## src/rtl/core/mht_pkg.sv

```systemverilog
`default_nettype none
// ---------------------------------------------------------------------------
// mht_pkg
// Field widths, operation codes and controller/datapath interface types.
// ---------------------------------------------------------------------------
package mht_pkg;

   localparam int MODE_W     = 3;
   localparam int KEY_W      = 31;
   localparam int PAY_W      = 64;
   localparam int SIZE_W     = 11;
   localparam int CNT_W      = $clog2(KEY_W);
   localparam int DATA_W     = 96;   // key + payload, padded to whole bytes

   localparam logic [SIZE_W-1:0] SIZE_RESET = 11'd1021;

   typedef logic [MODE_W-1:0] mode_type;

   localparam mode_type MODE_INSERT = 3'd0;
   localparam mode_type MODE_LOOKUP = 3'd1;
   localparam mode_type MODE_REMOVE = 3'd2;
   localparam mode_type MODE_CLEAR  = 3'd3;
   localparam mode_type MODE_UPDATE = 3'd4;

   // controller -> datapath
   typedef struct packed {
      logic latch;      // capture request word, reset divider and sweep
      logic div_step;   // one restoring-divide step
      logic mem_read;   // read both stores at the hashed slot
      logic exec;       // apply operation, form result
      logic sweep;      // clear one key slot per cycle
      logic init;       // sweep covers the whole depth (post-reset)
      logic load_rsp;   // move result into output register
   } cmd_type;

   // datapath -> controller
   typedef struct packed {
      logic is_clear;
      logic div_last;
      logic sweep_last;
      logic init_last;
   } stat_type;

endpackage
`default_nettype wire

```

## src/rtl/core/mht_ctrl.sv

```systemverilog
`default_nettype none
// ---------------------------------------------------------------------------
// mht_ctrl
// Sequencer for one operation at a time; owns the result valid flag.
// ---------------------------------------------------------------------------
module mht_ctrl (
   input  logic              clock,
   input  logic              reset,
   input  logic              req_tvalid,
   output logic              req_tready,
   output logic              rsp_tvalid,
   input  logic              rsp_tready,
   output mht_pkg::cmd_type  cmd,
   input  mht_pkg::stat_type stat
);

   typedef enum logic [3:0] {
      ST_INIT,
      ST_IDLE,
      ST_DECODE,
      ST_DIV,
      ST_READ,
      ST_EXEC,
      ST_SWEEP,
      ST_SWEEP_END,
      ST_RESP
   } state_type;

   state_type state_ff, state_in;
   logic      rsp_valid_ff, rsp_valid_in;

   always_comb begin
      state_in     = state_ff;
      rsp_valid_in = rsp_valid_ff && !rsp_tready;
      cmd          = '0;
      case (state_ff)
         ST_INIT: begin
            cmd.sweep = 1'b1;
            cmd.init  = 1'b1;
            if (stat.init_last) state_in = ST_IDLE;
         end
         ST_IDLE: begin
            if (req_tvalid) begin
               cmd.latch = 1'b1;
               state_in  = ST_DECODE;
            end
         end
         ST_DECODE: begin
            state_in = stat.is_clear ? ST_SWEEP : ST_DIV;
         end
         ST_DIV: begin
            cmd.div_step = 1'b1;
            if (stat.div_last) state_in = ST_READ;
         end
         ST_READ: begin
            cmd.mem_read = 1'b1;
            state_in     = ST_EXEC;
         end
         ST_EXEC: begin
            cmd.exec = 1'b1;
            state_in = ST_RESP;
         end
         ST_SWEEP: begin
            cmd.sweep = 1'b1;
            if (stat.sweep_last) state_in = ST_SWEEP_END;
         end
         ST_SWEEP_END: begin
            // last swept key lands in the read register here
            state_in = ST_EXEC;
         end
         ST_RESP: begin
            if (!rsp_valid_ff || rsp_tready) begin
               cmd.load_rsp = 1'b1;
               rsp_valid_in = 1'b1;
               state_in     = ST_IDLE;
            end
         end
         default: begin
            state_in = ST_IDLE;
         end
      endcase
   end

   always_ff @(posedge clock) begin
      if (reset) begin
         state_ff     <= ST_INIT;
         rsp_valid_ff <= 1'b0;
      end else begin
         state_ff     <= state_in;
         rsp_valid_ff <= rsp_valid_in;
      end
   end

   assign req_tready = (state_ff == ST_IDLE);
   assign rsp_tvalid = rsp_valid_ff;

endmodule
`default_nettype wire

```

## config.mk

```make
export PLATFORM = sky130hd
export DESIGN_NAME = mht_ctrl
export DESIGN_NICKNAME = d
export VERILOG_FILES = /design/src/rtl/core/mht_pkg.sv /design/src/rtl/core/mht_ctrl.sv
export SDC_FILE = /design/constraint.sdc
export NUM_CORES = 1
export LEC_CHECK = 0
export ABC_CLOCK_PERIOD_IN_PS = 2050
export BUFFER_PORTS_ARGS = -buffer_cell sky130_fd_sc_hd__buf_2
export CORE_AREA = 2 2 39 41
export DETAILED_ROUTE_END_ITERATION = 12
export DIE_AREA = 0 0 41 43
export GPL_ROUTABILITY_DRIVEN = 0
export GPL_TIMING_DRIVEN = 0
export PLACE_DENSITY = 0.6
export SLEW_MARGIN = 5
export SYNTH_ARGS = -nofsm -noshare
export SYNTH_HDL_FRONTEND = slang
export SYNTH_SLANG_ARGS = --single-unit
```

## constraint.sdc

```tcl
create_clock -name clock -period 2.05 [get_ports clock]
set_input_delay 0.205 -clock clock [delete_from_list [all_inputs] [get_ports clock]]
set_output_delay 0.205 -clock clock [all_outputs]
set_load 0.03 [all_outputs]
```

Yosys cells after proc, flatten, opt, wreduce, memory -nomap -nowiden
Index checks and enable logic that the tools add are counted.

Register bits after elaboration: 5. Input bits: 8. Logic and storage cells: 41.

Equal/unequal tests: 13. Muxes and demuxes: 18. Reduce and logical (&&, ||, !) cells: 8.

Operator list (count): 4-bit case mux with 8 select lines (1); 4-bit two-way mux (5); 4-bit by 3-bit equality test with 1-bit output (second input constant) (4); 1-bit two-way mux (11); 2-bit inequality test (second input constant) (5); 4-bit by 2-bit equality test with 1-bit output (second input constant) (2); 5-bit AND reduction (1); 4-bit by 1-bit equality test with 1-bit output (second input constant) (1); 4-bit equality test (second input constant) (1); 4-bit logical NOT (1); 2-bit OR reduction (2); 3-bit two-way mux (1); 1-bit logical NOT (2); 1-bit logical AND (1); 1-bit logical OR (1).

Longest topological paths before layout
Gate-level depths: netlist (run 1).

Word-level depth: 4. Mapped depth: 5. Mapped depth without buffers: 4.

Worst setup path after synthesis (run 1)
Ideal clock, no wire load.

Kind: register to output. From: reg state_ff[1]. To: out cmd[6] (netlist bit). Arrival: 2044 ps. Required time: 1845 ps. Setup slack: -199 ps. Stages on the path, launching flop included: 5. Cell sequence: dfxtp_1 buf_2 nor4b_1 nand2_1 inv_1.

RTL lines: start: declaration (RTL line mht_ctrl.sv:29) `state_type state_ff, state_in;`; start signal: assignment (RTL line mht_ctrl.sv:89) `state_ff <= state_in;`; end: declaration (RTL line mht_ctrl.sv:13) `output mht_pkg::cmd_type cmd,`.

==> flow_summary.toml, run 1 <==
[pwr]
power_frac_comb_pct = 35.0
p_sw_share_pct = 33.57
internal_power_mw = 0.2230
p_sw_mw = 0.1127
vdd_drop_max_uv = 208.3
p_per_area_nw_per_um2 = 635.8
leakage_nw = 0.2572
seqPwrFrac_pct = 31.7
clkPwrFrac_pct = 33.2
total_power_mw = 0.3357

[sta]
min_period_ps = 1804
worstMarginPinSlew_ps = 489.8
relSlewSlack_pct = 67.28
grt_setup_unrepaired = "no"
clock_skew_ps = 2.706
drv_slew = 0
tns_ps = 0
finalHoldViolCount = 0
setup_violations = 0
fmax_mhz = 554.4
setup_slack_ps = 246.3
finalCritPeriodShare_pct = 87.98

[cts]
postCtsSetupBuffers = 0
cts_resized = 0
clk_pin_slew_worst_paths_ps = 40
cts_root_buf = "clkbuf_4"
cts_made_buffers = 3
clock-sinks = 5
insertion_delay_ps = 240
clockBufferDepth = 2
ctsHoldBuffers = 0
cts_tree = "yes"
h-tree-depth = 1

[yosys]
syn_avg_cell_area_um2 = 8.237
syn_area_um2 = 395.4
synth_fp_nets = 56
ys_types = 26
ys_top_cells_by_area = "dfxtp_1, o2bb2ai_4, nor2_1"
ys_seq_area_share_pct = 25.32
yosys.area.top_type = "dfxtp_1"
yosysWarningCount = 0
synth_cells = 48
synth_top_area_share_pct = 25.32
ys_ff_latch = 5

[setup_path]
cp_max_fo = 9
startpoint_type = "flip-flop"
max_stage_delay_ps = 510
ff2ff_path_depth = 5
path_delay_family = "simple AND/OR/NAND/NOR gates"
cp.depth = 4
endpoint_kind = "primary output"
slowest_stage = "or4b_4"
crit_buf_inv = 2
worst_ep_arrival_time_ps = 1600
critPathRequiredTime_ps = 1850
path_class = "reg -> out"
cp_cell_sequence = "buf_6, or4b_4, and2b_2, buf_2"

[final_layout]
diodes = 0
n_fill_cell = 156
nets = 77
final_cells = 84
layout-drive-gt1-share_pct = 45.59
synthToLayoutAreaGrowth_pct = 33.54
final_util_pct = 38.16

[die]
die_w_um = 41
start_util_pct = 28.57
pin_count = 17
die_y_um = 43
rows = 14
die_area_um2 = 1763
coreArea_um2 = 1384

[placed_design]
hpwlAfterDp_um = 690.3
portBuffers = 16
dp.cells = 80
dp_worst_setup_slack_ps = 500.1

[route]
ant_nets = 0
drt-total-wl_um = 896
routedWlPerCell_um = 10.67
post-route-drc-count = 0
first_pass_iters = 2
drt_iter0_drc = 4
num_vias = 418
routed_via_density = 4.976

[min_path]
hold_depth = 2
hold_path_class = "in -> reg"

[grt]
grt_max_degree = 11
grt_pass1_vias = 412
grtUsageTotal_pct = 13.33
gr-total-overflow = 0
antenna_found_initial = 0
grt_pass1_wl_mm = 1.628

[run]
maxCapViolCount = 0

[status]
status = "finished, final reports clean"
==> routing by layer <==
metal	vias to the layer above	wire length, um	track usage (%)	share of wire, %
met5	-	0	0	0
met4	0	0	8.000	0
met3	0	43	1.571	4.8
met2	11	461	20.63	51
met1	196	391	16.61	44
li1	211	-	-	-
==> layout by cell type (no fill, tap or decap), types with 2 or more instances in the layout <==
cell      count
dfxtp_1       5
nor2_1        6
a21oi_1       3
o21ai_0       3
buf_2        19
nand2_1       2
a211o_2       2
nand2b_1      3
nor3_1        3
mux2i_1       2
clkbuf_4      3
==> worst register-to-register path, delay by kind of cell, from the launching register on <==
kind | cells | cell delay [ps]
flops | 1 | 320
buf+inv | 1 | 190
mux | 1 | 110
compound gates | 1 | 170
simple gates | 2 | 520
==> final cells by class <==
type | count | area (um^2) | area share (%)
buffer | 4 | 26.28 | 4.976
clock buffer | 4 | 26.28 | 4.976
inverter | 1 | 3.754 | 0.7109
multi-input combinational | 38 | 271.5 | 51.42
sequential | 5 | 100.1 | 18.96
tap | 16 | 20.02 | 3.791
timing repair buffer | 16 | 80.08 | 15.17
==> Yosys cell counts <==
master	count
a211o_2	2
a21oi_1	3
and2_1	1
and2b_2	1
and3_1	1
and3b_1	1
buf_2	3
buf_6	1
dfxtp_1	5
inv_1	1
mux2i_1	2
nand2_1	2
nand2b_1	3
nor2_1	6
nor2b_1	1
nor2b_2	1
nor3_1	3
nor3b_1	1
nor4_1	1
nor4b_1	1
o21ai_0	3
o21ai_1	1
o2bb2ai_4	1
or2b_2	1
or4b_4	1
xor2_1	1
==> sequential cells by signal, indices dropped and copies added (netlist names) <==
name / count
state_ff: 4
rsp_tvalid: 1
==> kinds of logic after synthesis <==
kind of cell           after synthesis  share of synthesized area (%)
buffers and inverters                5                          7.593
flip-flops                           5                          25.32
AO/OA/AOI/OAI                       10                          20.88
AND/OR/NAND/NOR                     25                          38.93
XOR/XNOR                             1                          2.216
multiplexers                         2                          5.063
==> path summary, 6_finish.rpt <==
| check | slack (ps) | startpoint | to |
|---|---|---|---|
| setup / recovery | 250 | state_ff[3] | cmd[0] |
| hold / removal | 190 | reset | rsp_tvalid |
| setup reg to reg | 640 | state_ff[2] | state_ff[2] |
| hold reg to reg | 590 | state_ff[0] | rsp_tvalid |
==> power groups by stage <==
stage	logic, mW	registers (mW)	clock network (mW)
final	0.118	0.106	0.112
after global routing	0.130	0.107	0.121
after CTS	0.119	0.106	0.117
after detailed placement	0.118	0.108	0
after global placement	0.117	0.108	0
after floorplan	0.0896	0.107	0
==> through the flow <==
stage / hold WS, ps / instance area, um^2
finish: 188.5 / 528.0
global route: 188.1 / 528.0
CTS: 174.7 / 528.0
detailed placement: 430.3 / 501.7
global placement: 424.5 / 501.7
floorplan: 274.1 / 401.6
Power figures use the tool's default switching activity.
==> run 2, diff against run 1 <==
- ABC_CLOCK_PERIOD_IN_PS: 2050 -> 2230
- MAX_ROUTING_LAYER: default -> met4
- clock period: 2.05 -> 2.23 ns (I/O delays scaled with it)
==> run 2 against run 1 <==
Against the previous run: clock skew about the same; setup slack improved by 160 ps; largest power group unchanged; critical endpoint unchanged; first-iteration DRC count decreased by 50%; global-route usage increased by 0.33 points; largest cell class unchanged.
==> flow_summary.toml, run 2 (same netlist as run 1, synthesis figures left out) <==
[status]
status = "finished, final reports clean"

[cts]
clock-sinks = 5
clockBufferDepth = 2
h-tree-depth = 1
cts_resized = 0
cts_made_buffers = 3
cts_root_buf = "clkbuf_4"
clk_pin_slew_worst_paths_ps = 40
insertion_delay_ps = 240
cts_tree = "yes"
ctsHoldBuffers = 0
postCtsSetupBuffers = 0

[placed_design]
portBuffers = 16
dp_worst_setup_slack_ps = 662.1
place_area_um2 = 501.7
dp.cells = 80
hpwlAfterDp_um = 690.3

[pwr]
p_sw_mw = 0.1036
p_sw_share_pct = 33.57
vdd_drop_max_uv = 191.5
seqPwrFrac_pct = 31.7
clkPwrFrac_pct = 33.3
leakage_nw = 0.2572
power_frac_comb_pct = 35.0
internal_power_mw = 0.2050
p_per_area_nw_per_um2 = 584.5

[grt]
grt_pass1_vias = 411
antenna_found_initial = 0
gr-total-overflow = 0
grt_pass1_wl_mm = 1.628
grt_max_degree = 11
grtUsageTotal_pct = 13.66

[final_layout]
largest_register_ffs = 4
layout-drive-gt1-share_pct = 45.59
layout_common_cells = "buf_2, nor2_1, dfxtp_1"
synthToLayoutAreaGrowth_pct = 33.54
final_cells = 84
final_area_um2 = 528.0
top_register = "state_ff"
nets = 77
mostFrequentLayoutCell = "buf_2"
diodes = 0

[sta]
worstMarginPinSlew_ps = 489.8
setup_violations = 0
clock_skew_ps = 2.686
finalCritPeriodShare_pct = 81.69
grt_setup_unrepaired = "no"
tns_ps = 0
min_period_ps = 1822
fmax_mhz = 548.9
drv_slew = 0
finalHoldViolCount = 0
setup_slack_ps = 408.2
relSlewSlack_pct = 67.28

[route]
post-route-drc-count = 0
routed_via_density = 4.976
ant_nets = 0
routedWlPerCell_um = 10.67
drt-total-wl_um = 896
num_vias = 418
drt_iter0_drc = 2
first_pass_iters = 2

[die]
die_y_um = 43
die_area_um2 = 1763
die_w_um = 41
pin_count = 17
rows = 14
coreArea_um2 = 1384
start_util_pct = 28.57

[setup_path]
r2r_start = "state_ff[2]"
critPathLaunch = "state_ff[3]"
worst_ep_arrival_time_ps = 1600
endpoint_kind = "primary output"
path_class = "reg -> out"
crit_path_end = "cmd[0]"
startpoint_type = "flip-flop"
r2r_slack_ps = 820
r2r-end = "state_ff[2]"
critPathRequiredTime_ps = 2010
ff2ff_path_depth = 5
cp_max_fo = 9

[run]
maxCapViolCount = 0

[min_path]
hold_path_class = "in -> reg"
## run 2: cell counts in the layout (fill, tap and decap cells not counted)
Identical to the previous run, type by type.
## run 2: power groups by stage
stage          clock network, mW  registers [mW]  logic [mW]
2_1_floorplan                  0          0.0983      0.0823
6_report                   0.103          0.0979       0.108
3_5_place_dp                   0          0.0994       0.109
5_1_grt                    0.111          0.0985       0.120
3_3_place_gp                   0          0.0991       0.108
4_1_cts                    0.108          0.0978       0.109
## run 2: layer usage
metal	vias to the layer above	share of wire, %	global-route usage, %
li1	211	-	-
met1	196	44	16.61
met2	11	52	20.63
met3	0	4.7	1.571
met4	0	0	8.000
met5	-	0	-
## run 2: final cells by class
class / instances / area [um^2]
Inverter: 1 / 3.754
Sequential cell: 5 / 100.1
Clock buffer: 4 / 26.28
Fill cell: 156 / 855.8
Buffer: 4 / 26.28
Timing Repair Buffer: 16 / 80.08
Tap cell: 16 / 20.02
Multi-Input combinational cell: 38 / 271.5
## run 2: worst max-delay path, stage by stage (launching register included)
cell     delay (ps)
dfxtp_1         320
buf_6           130
or4b_4          510
and2b_2         230
buf_2           180
## run 2: how the worst min path moves through the flow
stage	startpoint	endpoint	slack, ps	cells after the start
final	reset	rsp_tvalid	210	2
after floorplan	reset	rsp_tvalid	290	1
after global routing	reset	rsp_tvalid	210	2
after global placement	reset	rsp_tvalid	440	2
after CTS	reset	rsp_tvalid	190	2
after detailed placement	reset	rsp_tvalid	450	2
## run 2: stage by stage
stage               total power, mW  util (%)  hold slack, ps
finish                       0.3086     38.16           206.4
global route                 0.3298     38.16           206.1
CTS                          0.3149     38.16           192.7
detailed placement           0.2082     36.26           448.3
global placement             0.2071     36.26           442.5
floorplan                    0.1807         -           292.1
==> run 3, diff against run 2 <==
- ABC_AREA: default -> 1
- ABC_CLOCK_PERIOD_IN_PS: 2230 -> 1800
- PLACE_DENSITY: 0.6 -> 0.62
- clock period: 2.23 -> 1.8 ns (I/O delays scaled with it)
==> run 3 against run 2 <==
Against the previous run: final cell count rose by 31%; clock skew barely moved; sequential share of layout area fell by 0.57 points; synthesized area rose by 5.7%; critical path type unchanged; largest power group unchanged; hold slack got worse by 51 ps; highest routed layer unchanged; critical endpoint is now cmd[3].
==> flow_summary.toml, run 3 <==
[grt]
antenna_found_initial = 0
gr-total-overflow = 0
grt_max_degree = 7
grt_pass1_vias = 383
grt_pass1_wl_mm = 1.428
grtUsageTotal_pct = 11.86

[setup_path]
crit_buf_inv = 3
max_stage_delay_ps = 440
endpoint_kind = "primary output"
startpoint_type = "flip-flop"
r2r_start = "state_ff[2]"
slowest_stage = "dfxtp_1"
r2r_slack_ps = 620
worst_ep_arrival_time_ps = 1330
cpMostUsedCell = "inv_1"
path_delay_family = "flip-flops"
critPathRequiredTime_ps = 1620
ff2ff_path_depth = 7
cp_cell_sequence = "inv_1, nor2_2, inv_1, nor2_1, buf_2"
r2r-end = "state_ff[2]"
cp_max_fo = 5
path_class = "reg -> out"

[final_layout]
diodes = 0
final-seq-area_um2 = 100.1
largest_register_ffs = 4
layout_common_cells = "inv_1, nor2_1, buf_2, nand2_1, dfxtp_1"
top_register = "state_ff"
final_cells = 110
multiInputGateArea_um2 = 250.2
synthToLayoutAreaGrowth_pct = 30.24
nets = 103
n_fill_cell = 168
layout-drive-gt1-share_pct = 29.79

[route]
post-route-drc-count = 0
routedWlPerCell_um = 8.055
num_vias = 462
drt-total-wl_um = 886
first_pass_iters = 4
ant_nets = 0
routed_via_density = 4.200
drt_iter0_drc = 5

[yosys]
yosys.area.top_type = "dfxtp_1"
syn_avg_cell_area_um2 = 5.647
synth-edff-count = 0
ys_top_cells_by_area = "dfxtp_1, inv_1, nor2_1"
synth_commonest_cells = "inv_1, nor2_1, nand2_1"
synth_top_area_share_pct = 23.95
synth_cells = 74
synth_async_sr_flop_share_pct = 0
syn_area_um2 = 417.9
synth_flop_cell = "dfxtp_1"
ys_ff_latch = 5
ys_types = 14
synth_fp_nets = 82
yosysWarningCount = 0
ys_seq_area_share_pct = 23.95

[pwr]
vdd_drop_max_uv = 633.7
total_power_mw = 0.8415
p_per_area_nw_per_um2 = 1546
leakage_nw = 0.3288

[cts]
cts_made_buffers = 3
clockBufferDepth = 2
cts_resized = 0
postCtsSetupBuffers = 0
clock-sinks = 5
clk_pin_slew_worst_paths_ps = 40
cts_tree = "yes"
cts_root_buf = "clkbuf_4"
ctsHoldBuffers = 0
insertion_delay_ps = 240
h-tree-depth = 1

[sta]
finalCritPeriodShare_pct = 83.71
worstMarginPinSlew_ps = 236.1
drv_slew = 0
tns_ps = 0
grt_setup_unrepaired = "no"
relSlewSlack_pct = 84.24
min_period_ps = 1507
finalHoldViolCount = 0
clock_skew_ps = 2.464
fmax_mhz = 663.7
setup_violations = 0

[min_path]
hp-start = "reset"
hold_depth = 2
holdPathEnd = "state_ff[3]"
hold_path_class = "in -> reg"

[die]
die_y_um = 43
pin_count = 17
start_util_pct = 30.20
die_w_um = 41
die_area_um2 = 1763
coreArea_um2 = 1384
rows = 14

[placed_design]
hpwlAfterDp_um = 739.8
dp.cells = 106
portBuffers = 16

[run]
maxCapViolCount = 0

[status]
status = "finished, final reports clean"
run 3: changes by cell type in the layout (fill, tap and decap cells not counted), sizes merged, moves of 2 or more:
cell / before / now
buf: 20 / 16
nand2: 2 / 14
nor2: 6 / 22
nand2b: 3 / 0
nand3: 0 / 7
inv: 1 / 18
nor2b: 2 / 0
mux2i: 2 / 0
a211o: 2 / 0
nor3: 3 / 1
run 3: report_power, final:
group	total (mW)	internal [mW]	leakage (nW)	switching [mW]
sequential	0.183	0.139	0.0410	0.0440
combinational	0.530	0.167	0.273	0.363
clock	0.128	0.0837	0.0150	0.0440
total	0.842	0.390	0.329	0.451
run 3: layout make-up:
| cell class | count | share of cell area, % |
|---|---|---|
| timing repair buffer | 16 | 14.71 |
| inverter | 18 | 12.41 |
| clock buffer | 4 | 4.828 |
| tap | 16 | 3.678 |
| multi-input combinational | 51 | 45.98 |
| sequential | 5 | 18.39 |
run 3: metrics by stage:
stage	setup slack, ps	hold WS [ps]	instance area, um^2	utilization, %
after global placement	550.4	397.5	518.0	37.43
after CTS	272.9	147.1	544.3	39.33
final	293.2	155.4	544.3	39.33
after detailed placement	539.6	399.4	518.0	37.43
after floorplan	310.7	249.1	417.9	-
after global routing	184.2	148.1	544.3	39.33
run 3: worst max path at each step:
stage / cells past startpoint / slack (ps) / to / start
after floorplan: 3 / 310 / cmd[2] / state_ff[0]
after global placement: 5 / 550 / cmd[3] / state_ff[2]
after detailed placement: 5 / 540 / cmd[3] / state_ff[2]
after CTS: 5 / 270 / cmd[3] / state_ff[2]
after global routing: 4 / 180 / cmd[2] / state_ff[0]
final: 5 / 290 / cmd[3] / state_ff[2]
run 3: kinds of logic (layout without fill, tap and decap cells):
kind of cell	Yosys count	after routing	synth area share, %
simple gates	45	45	52.69
compound gates	6	6	7.184
flops	5	5	23.95
buf+inv	18	38	16.17
run 3: metal layers:
layer | track usage (%) | up-vias | part of all wire (%)
met5 | - | - | 0
met4 | 6.000 | 0 | 0
met3 | 1.571 | 0 | 7.9
met2 | 16.25 | 14 | 41
met1 | 16.50 | 186 | 51
li1 | - | 262 | -
run 3: worst reg2reg max path: stages, from the launching register on:
cell	delay, ps
dfxtp_1	440
inv_1	80
nor2_2	170
nand3_2	110
nand3_2	100
nor2_2	50
nor2_1	80
nor2_1	50
